===== config.mk =====
export PLATFORM = sky130hd
export DESIGN_NAME = ready_queue_with_remove_unit
export DESIGN_NICKNAME = d
export VERILOG_FILES = /design/src/rtl/rqr_pkg.sv /design/src/rtl/rqr_cell.sv /design/src/rtl/ready_queue_with_remove_unit.sv
export SDC_FILE = /design/constraint.sdc
export NUM_CORES = 1
export LEC_CHECK = 0
export BUFFER_PORTS_ARGS = -buffer_cell sky130_fd_sc_hd__buf_2
export CAP_MARGIN = 15
export CORE_MARGIN = 3
export CORE_UTILIZATION = 50
export CTS_BUF_LIST = sky130_fd_sc_hd__clkbuf_8
export DETAILED_ROUTE_END_ITERATION = 10
export MAX_ROUTING_LAYER = met4
export PLACE_DENSITY = 0.69
export SLEW_MARGIN = 20
export SYNTH_ARGS = -nofsm -noshare
export SYNTH_HDL_FRONTEND = slang
export SYNTH_SLANG_ARGS = --single-unit

===== constraint.sdc =====
create_clock -name clock -period 2.8 [get_ports clock]
set_input_delay 0.42 -clock clock [delete_from_list [all_inputs] [get_ports clock]]
set_output_delay 0.42 -clock clock [all_outputs]
set_load 0.005 [all_outputs]

===== src/rtl/rqr_pkg.sv =====
// Package for the ready queue: operation codes, cell command type and parameter defaults.
`timescale 1ns / 1ps
`default_nettype none

package rqr_pkg;

   localparam int DEPTH_DEFAULT    = 16;
   localparam int ID_WIDTH_DEFAULT = 8;

   typedef enum logic [1:0] {
      OP_APPEND = 2'd0,
      OP_TAKE   = 2'd1,
      OP_REMOVE = 2'd2,
      OP_NONE   = 2'd3
   } op_type;

   // Command broadcast to every cell in the chain for one operation.
   typedef struct packed {
      logic append;
      logic take;
      logic remove;
   } cell_cmd_type;

endpackage

`default_nettype wire


===== src/rtl/rqr_cell.sv =====
// One queue slot: holds an identifier and its valid bit, shifts toward the head on demand.
`timescale 1ns / 1ps
`default_nettype none

module rqr_cell #(
   parameter int ID_WIDTH = rqr_pkg::ID_WIDTH_DEFAULT
) (
   input  wire logic                  clock,
   input  wire logic                  reset,
   input  wire rqr_pkg::cell_cmd_type cmd,
   input  wire logic [ID_WIDTH-1:0]   key,
   input  wire logic                  prev_valid,
   input  wire logic [ID_WIDTH-1:0]   next_id,
   input  wire logic                  next_valid,
   input  wire logic                  seen_in,
   output logic                       seen_out,
   output logic [ID_WIDTH-1:0]        id_out,
   output logic                       valid_out
);

   logic [ID_WIDTH-1:0] id_ff, id_in;
   logic                valid_ff, valid_in;
   logic                hit, shift, load;

   assign hit      = valid_ff && (id_ff == key);
   assign seen_out = seen_in || hit;

   // A removal closes the gap from the first match toward the tail.
   assign shift = cmd.take || (cmd.remove && seen_out);
   // The first free slot after the last valid one takes an appended entry.
   assign load  = cmd.append && prev_valid && !valid_ff;

   always_comb begin
      id_in    = id_ff;
      valid_in = valid_ff;
      if (shift) begin
         id_in    = next_id;
         valid_in = next_valid;
      end else if (load) begin
         id_in    = key;
         valid_in = 1'b1;
      end
   end

   always_ff @(posedge clock) begin
      if (reset) begin
         valid_ff <= 1'b0;
      end else begin
         valid_ff <= valid_in;
      end
   end

   always_ff @(posedge clock) begin
      id_ff <= id_in;
   end

   assign id_out    = id_ff;
   assign valid_out = valid_ff;

endmodule

`default_nettype wire


===== src/rtl/ready_queue_with_remove_unit.sv =====
// Top level of the ready queue: chain of slot cells, occupancy count and result register.
// One operation is taken on every clock cycle in which start is high; busy never rises.
// The result of an operation is on the rsp_ ports with rsp_valid high in the cycle right
// after the start cycle, and the rate is one operation per cycle.
// Match search, shift and append all happen in a single pass through the chain of DEPTH
// cells, whose first-match signal ripples from the head cell to the tail cell. The
// receiver cannot stall: every result is shown for exactly one cycle and must be taken.
`timescale 1ns / 1ps
`default_nettype none

module ready_queue_with_remove_unit #(
   parameter int DEPTH    = rqr_pkg::DEPTH_DEFAULT,
   parameter int ID_WIDTH = rqr_pkg::ID_WIDTH_DEFAULT
) (
   input  wire logic       clock,
   input  wire logic       reset,
   input  wire logic       start,
   output logic            busy,
   input  wire logic [1:0] req_operation,
   input  wire logic [7:0] req_thread_id,
   output logic            rsp_valid,
   output logic [7:0]      rsp_out_thread,
   output logic            rsp_out_valid,
   output logic            rsp_found,
   output logic            rsp_full_drop,
   output logic            rsp_empty_res,
   output logic [4:0]      rsp_queue_count
);

   localparam int CNT_W = $clog2(DEPTH + 1);

   rqr_pkg::cell_cmd_type cmd;
   logic                  accept;
   logic [ID_WIDTH+7:0]   key_ext;
   logic [ID_WIDTH-1:0]   key;

   logic [ID_WIDTH-1:0]   cell_id    [DEPTH];
   logic                  cell_valid [DEPTH];
   logic [DEPTH:0]        seen;

   logic                  head_valid, full, found, took;
   logic [ID_WIDTH+7:0]   head_ext;
   logic [CNT_W-1:0]      count_ff, count_in;
   logic [CNT_W+4:0]      count_ext;

   logic                  rsp_valid_ff, rsp_valid_in;
   logic [7:0]            out_thread_ff, out_thread_in;
   logic                  out_valid_ff, out_valid_in;
   logic                  found_ff, found_in;
   logic                  drop_ff, drop_in;
   logic                  empty_ff, empty_in;
   logic [4:0]            count_res_ff, count_res_in;

   assign busy   = 1'b0;
   assign accept = start;

   assign cmd.append = accept && (req_operation == rqr_pkg::OP_APPEND);
   assign cmd.take   = accept && (req_operation == rqr_pkg::OP_TAKE);
   assign cmd.remove = accept && (req_operation == rqr_pkg::OP_REMOVE);

   assign key_ext = {ID_WIDTH'(0), req_thread_id};
   assign key     = key_ext[ID_WIDTH-1:0];

   assign seen[0] = 1'b0;

   for (genvar i = 0; i < DEPTH; i++) begin : g_cell
      logic                prev_v;
      logic [ID_WIDTH-1:0] nxt_id;
      logic                nxt_v;

      if (i == 0) begin : g_head
         assign prev_v = 1'b1;
      end else begin : g_body
         assign prev_v = cell_valid[i-1];
      end

      if (i == DEPTH - 1) begin : g_tail
         assign nxt_id = '0;
         assign nxt_v  = 1'b0;
      end else begin : g_inner
         assign nxt_id = cell_id[i+1];
         assign nxt_v  = cell_valid[i+1];
      end

      rqr_cell #(
         .ID_WIDTH(ID_WIDTH)
      ) u_cell (
         .clock     (clock),
         .reset     (reset),
         .cmd       (cmd),
         .key       (key),
         .prev_valid(prev_v),
         .next_id   (nxt_id),
         .next_valid(nxt_v),
         .seen_in   (seen[i]),
         .seen_out  (seen[i+1]),
         .id_out    (cell_id[i]),
         .valid_out (cell_valid[i])
      );
   end

   assign head_valid = cell_valid[0];
   assign full       = cell_valid[DEPTH-1];
   assign found      = cmd.remove && seen[DEPTH];
   assign took       = cmd.take && head_valid;
   assign head_ext   = {8'd0, cell_id[0]};

   always_comb begin
      count_in = count_ff;
      if (cmd.append && !full) begin
         count_in = count_ff + CNT_W'(1);
      end else if (took || found) begin
         count_in = count_ff - CNT_W'(1);
      end
   end

   assign count_ext = {5'd0, count_in};

   always_comb begin
      rsp_valid_in  = accept;
      out_thread_in = took ? head_ext[7:0] : 8'd0;
      out_valid_in  = took;
      found_in      = found;
      drop_in       = cmd.append && full;
      empty_in      = (count_in == '0);
      count_res_in  = count_ext[4:0];
   end

   always_ff @(posedge clock) begin
      if (reset) begin
         count_ff     <= '0;
         rsp_valid_ff <= 1'b0;
      end else begin
         count_ff     <= count_in;
         rsp_valid_ff <= rsp_valid_in;
      end
   end

   // Hold the last result when no operation is taken.
   always_ff @(posedge clock) begin
      if (accept) begin
         out_thread_ff <= out_thread_in;
         out_valid_ff  <= out_valid_in;
         found_ff      <= found_in;
         drop_ff       <= drop_in;
         empty_ff      <= empty_in;
         count_res_ff  <= count_res_in;
      end
   end

   assign rsp_valid       = rsp_valid_ff;
   assign rsp_out_thread  = out_thread_ff;
   assign rsp_out_valid   = out_valid_ff;
   assign rsp_found       = found_ff;
   assign rsp_full_drop   = drop_ff;
   assign rsp_empty_res   = empty_ff;
   assign rsp_queue_count = count_res_ff;

endmodule

`default_nettype wire

Word-level counts from Yosys, hierarchy flattened
Index checks and enable logic that the tools add are counted.
Cells by class
  reduce and logical (&&, ||, !) cells: 135
  multiplexer cells: 62
  add/sub/neg operators: 2
  eq/ne operators: 18
Operator list (count)
  $mux 8: 30
  $eq 8x8->1: 16
  $logic_and 1x1->1: 69
  $logic_or 1x1->1: 32
  $mux 1: 30
  $reduce_bool 2->1: 15
  $logic_not 1->1: 16
  $mux 5: 2
  $add 5x1->5 const B: 1
  $logic_not 5->1: 1
  $sub 5x1->5 const B: 1
  $eq 2x1->1 const B: 1
  $eq 2x2->1 const B: 1
  $logic_not 2->1: 1
  $reduce_or 2->1: 1
Storage, ports and cells
  output and inout bits: 19
  bits in registers: 167

Logic depth before layout (Yosys ltp)
  depth in word-level cells: 22
  gate-level depth with buffers: 12
  depth with buffers taken out: 8

Cells and area by module
A second synthesis with hierarchy kept.
Unflattened totals
  cell total of the unflattened synthesis: 738
  area, all modules: 9564.2 um^2
By module, submodules not included
  rqr_cell: area each 533.0 um^2, instances 16, cells an instance 41
  ready_queue_with_remove_unit: area each 1036.0 um^2, instances 1, cells an instance 82

Worst setup path after synthesis
OpenSTA, ideal clock, no wires.
  path type: in2reg
  from: in req_thread_id[5]
  to: reg g_cell[14].u_cell.id_ff[0], enable pin
  cell stages on the path: 10
  required time: 2.443 ns
  setup time: 0.357 ns
  arrival time: 2.387 ns
  slack: 0.056 ns
  cell sequence: buf_4 > buf_6 > xnor2_1 > nand4_1 > nor3_2 > nor4_4 > nand4_4 > nor4_4 > buf_6 > o21ai_0
On the way
  word-level cells in the longest chain between the ends: 19
  elaborated cells between the ends (all ways): 47
  those cells by class: 15 x eq/ne; 32 x reduce/logical
RTL lines
  from (decl): RTL line ready_queue_with_remove_unit.sv:20  | input wire logic [7:0] req_thread_id,
  $eq 8x8->1: RTL line rqr_cell.sv:25  | assign hit = valid_ff && (id_ff == key);
  $logic_and 1x1->1: RTL line rqr_cell.sv:25
  $logic_or 1x1->1 (13 in series): RTL line rqr_cell.sv:26  | assign seen_out = seen_in || hit;
  $logic_or 1x1->1 *: RTL line rqr_cell.sv:26
  $logic_and 1x1->1 *: RTL line rqr_cell.sv:29  | assign shift = cmd.take || (cmd.remove && seen_out);
  $logic_or 1x1->1 *: RTL line rqr_cell.sv:29
  $reduce_bool 2->1 (no source line) *
  to (signal assigned): RTL line rqr_cell.sv:54  | id_ff <= id_in;
  to (decl): RTL line rqr_cell.sv:21  | logic [ID_WIDTH-1:0] id_ff, id_in;
Mark *: on every way between the ends. The rest lies on a longest branch, timed or not.
A chain may end at the register's enable or synchronous reset.

Final worst setup path
  from: in req_thread_id[2]
  to: reg count_res_ff[4], in the netlist rsp_queue_count[4], data pin
On the way
  word-level cells in the longest chain between the ends: 21
  elaborated cells between the ends (all ways): 51
  those cells by class: 16 x eq/ne; 2 x mux; 33 x reduce/logical
RTL lines
  $eq 8x8->1: RTL line rqr_cell.sv:25
  $logic_and 1x1->1: RTL line rqr_cell.sv:25
  $logic_or 1x1->1 (14 in series): RTL line rqr_cell.sv:26
  $logic_or 1x1->1 *: RTL line rqr_cell.sv:26
  $logic_and 1x1->1 *: RTL line ready_queue_with_remove_unit.sv:104  | assign found = cmd.remove && seen[DEPTH];
  $logic_or 1x1->1 *: RTL line ready_queue_with_remove_unit.sv:112  | end else if (took || found) begin
  $mux 5 *: RTL line ready_queue_with_remove_unit.sv:112
  $mux 5 *: RTL line ready_queue_with_remove_unit.sv:110  | if (cmd.append && !full) begin
  net count_in[4]: RTL line ready_queue_with_remove_unit.sv:43  | logic [CNT_W-1:0] count_ff, count_in;
  to (signal assigned): RTL line ready_queue_with_remove_unit.sv:147  | count_res_ff <= count_res_in;
  to (decl): RTL line ready_queue_with_remove_unit.sv:52  | logic [4:0] count_res_ff, count_res_in;
The timed path passes the listed nets; every way through them passes the cells marked *.

==> metrics.md <==
| Metric | Value |
|---|---|
| Post-synth net total | 756 |
| Drt first pass iters | 4 |
| CP Capture Type | flop |
| Min-delay src | reset |
| Placed wire-length estimate | 15160 um |
| Worst flop-to-flop path startpoint | g_cell[7].u_cell.id_out[2]$_DFFE_PP_ |
| Crit-path leading delay family | simple AND/OR/NAND/NOR gates |
| Final Slew Violations | 0 |
| Rel. slew slack | 0.4796 |
| R2r setup slk | 250 ps |
| Synth async-reset ratio | 0 |
| Critical path, cell by cell | buf_2 -> buf_4 -> xnor2_1 -> nand4_1 -> or4_1 -> or4b_4 -> nor3_4 -> a211oi_1 -> o21ai_0 -> and2_1 |
| Largest net degree at the start of global routing | 21 |
| Vias/cell | 5.648 |
| Placer congestion estimate | 0.8775 |
| Root buffer cell | clkbuf_8 |
| Cell Pwr Density | 492.0 nW/um^2 |
| Vias in the first global route | 6421 |
| Final WS setup | 140.6 ps |
| R2R Path End | g_cell[14].u_cell.id_out[3]$_DFFE_PP_ |
| Hold worst-path end | g_cell[5].u_cell.valid_out$_SDFFE_PP0P_ |
| EDFF count, synth | 137 |
| Worst setup path category | input pin to flop |
| Ys flop type | edfxtp_1 |
| Clock Tree Buf Depth | 2 |
| Synth top area share | 0.4470 |
| Setup-failing EPs final | 0 |
| H-Tree Depth | 4 |
| Hold buffers post-CTS | 0 |
| FF-to-FF path depth | 10 |
| Ratio of cells with drive above 1 in the final layout | 0.3723 |
| Die Y | 141.7 um |
| Yosys cell types | 54 |
| Global-route wire length before repair | 33220 um |
| Register area share after synthesis | 0.5122 |
| Skew-Pair Late Insertion Delay | 470 ps |
| Diodes inserted | 0 |
| DRC | 0 |
| Syn Area/Cell | 12.42 sq um |
| Status | finished clean |
| RSZ-0062 raised after global routing | false |
| Crit start category | input pin |
| Min Tclk post-route | 2659 ps |
| CP required | 3030 ps |
| Initial DRC count | 399 |
| Measured slew at the worst slew-check pin | 777.7 ps |
| CTS sink count | 167 |
| Final setup skew | 14.72 ps |
| Drt wl/cell | 18.76 um |
| Buf/Inv on CP | 2 |
| Die W | 141.7 um |
| MaxCap Viol Count | 0 |
| Final Hold Fails | 0 |
| Area of the die | 20070 sq um |
| IO buf count | 30 |
| Syn Inst Count | 741 |
| Worst endpoint data arrival time | 2890 ps |
| WHS Path Cells | 2 |
| Multi-input combinational cell area | 4104 sq um |
| Fill cell count | 1442 |
| Final hold slack | 377.9 ps |
| Final ANT Viol Nets | 0 |
| Num ports | 32 |
| CTS tree | built |
| Leak Pwr | 3.803 nW |
| Final WL | 20450 um |
| Period utilisation layout | 0.9498 |
| Worst-path fanout max | 14 |
| Register area | 4715 sq um |
| Class of the worst hold path | input pin to flop |
| Area growth, synth to finish | 15.84% |
| CTS Buf Count | 17 |
| Core box area | 17660 sq um |
| Tot GR Track Use | 0.2177 |
| Worst-path clk slew | 90 ps |
| Vias | 6156 |
| CP peak stage delay | 570 ps |
| Synth area leader | edfxtp_1 |
| Max VDD drop | 0.3019 mV |
| Grt total ovfl | 0 |
| Starting density of the core | 0.5213 |
| Ys Warns | 0 |
| Main area contributors after synthesis | edfxtp_1, mux2_2, xnor2_1 |
| Pre-CTS WS | -302.2 ps |
| Final nets | 868 |
| CP max stage cell | or4_1 |
| Top post-synthesis cells by count | edfxtp_1, xnor2_1, mux2_2, nand2_1, nand4_1 |
| Antenna violations before repair | 0 |
| Top-count cell post-synth | edfxtp_1 |
| Post-synthesis register bit count | 167 |
| Post-Syn Area | 9204 sq um |
| Fmax | 376.0 MHz |
| Row count | 48 |
-- worst max-delay path by stage --
| stage | from | to | slack [ps] | cells past startpoint |
|---|---|---|---|---|
| global placement | req_thread_id[7] | g_cell[14].u_cell.id_out[7]$_DFFE_PP_ | -190 | 10 |
| CTS | g_cell[4].u_cell.id_out[1]$_DFFE_PP_ | rsp_empty_res$_DFFE_PP_ | 170 | 10 |
| detailed placement | req_thread_id[2] | rsp_queue_count[4]$_DFFE_PP_ | -300 | 10 |
| finish | req_thread_id[2] | rsp_queue_count[4]$_DFFE_PP_ | 140 | 10 |
| floorplan | req_thread_id[5] | g_cell[14].u_cell.id_out[0]$_DFFE_PP_ | 60 | 10 |
| global route | g_cell[7].u_cell.id_out[4]$_DFFE_PP_ | g_cell[14].u_cell.id_out[3]$_DFFE_PP_ | 70 | 10 |
-- metrics by stage --
step                instances    util  total power, mW  TNS (ps)  cell area [sq um]
floorplan                 741       -            3.388         0               9204
global placement         1059  0.5825            3.598    -14030              10280
detailed placement       1059  0.5825            3.624    -24590              10280
CTS                      1090  0.6035            5.272         0              10660
global route             1090  0.6038            5.456         0              10660
finish                   1090  0.6038            5.245         0              10660
-- where the power goes --
| group | leakage [nW] | switching, mW | internal [mW] |
|---|---|---|---|
| clock | 0.190 | 0.897 | 0.777 |
| combinational | 2.09 | 0.342 | 0.354 |
| sequential | 1.52 | 0.0697 | 2.80 |
| total | 3.80 | 1.31 | 3.94 |
-- state kept, by name (all words and copies together), names as in the netlist --
register and flops:
rsp_valid 1, count_ff 5, rsp_empty_res 1, g_cell.u_cell.id_out 128, rsp_out_valid 1, rsp_out_thread 8
g_cell.u_cell.valid_out 16, rsp_queue_count 5, rsp_full_drop 1, rsp_found 1
-- cell families after synthesis --
kind of cell,Yosys count,synth area share
other,1,0.0004074
multiplexers,122,0.1491
AO/OA/AOI/OAI,64,0.04418
flip-flops,167,0.5122
adder cells (fa/ha/maj),2,0.002718
buffers and inverters,63,0.04337
XOR/XNOR,128,0.1218
AND/OR/NAND/NOR,194,0.1262
-- worst register-to-register path: cells and delay by family (launching register included) --
family                 cells  cell delay [ps]
multiplexers               1              350
buffers and inverters      3              530
flip-flops                 1              410
AND/OR/NAND/NOR            5              870
XOR/XNOR                   1              150
-- placed cells by master (no fill, tap or decap), types with 2 or more instances in the layout --
cell type	instances
edfxtp_1	137
xnor2_1	118
mux2_2	113
buf_4	112
nand2_1	45
nand4_1	32
dfxtp_1	30
buf_2	30
a21oi_1	28
nor2_1	25
clkbuf_8	17
nor3_1	13
nand3_1	13
and3_1	12
o21ai_0	12
nor3_2	10
xor2_1	10
a211oi_1	9
buf_12	9
mux2_1	8
inv_1	6
and2_1	5
nor2b_1	4
or3_1	4
nor4_1	4
o211ai_1	4
clkinv_2	4
clkinv_4	4
nor4_2	3
and4_1	3
o21bai_1	3
nor4_4	2
nor3_4	2
nand3b_1	2
a31oi_1	2
a211oi_2	2
nor3b_1	2
ha_1	2
bufinv_16	2
clkinvlp_4	2
-- cell type report --
type	instances	share of cell area
Sequential cell	167	0.4422
Multi-Input combinational cell	511	0.3849
Timing Repair Buffer	151	0.1098
Tap cell	225	0.02641
Clock buffer	17	0.02195
Clock inverter	14	0.01291
Inverter	5	0.001760
-- repair_timing --
item                       4_1_cts  5_1_grt
setup endpoints to repair        0        1
resized for setup                0        1
buffers inserted                 0        0
-- per-layer routing --
layer | global-route usage | wire, um
met5 | - | 0
met3 | 0.04449 | 762
met2 | 0.3657 | 10470
met1 | 0.2644 | 8778
met4 | 0.07121 | 442
Power figures use the tool's default switching activity.
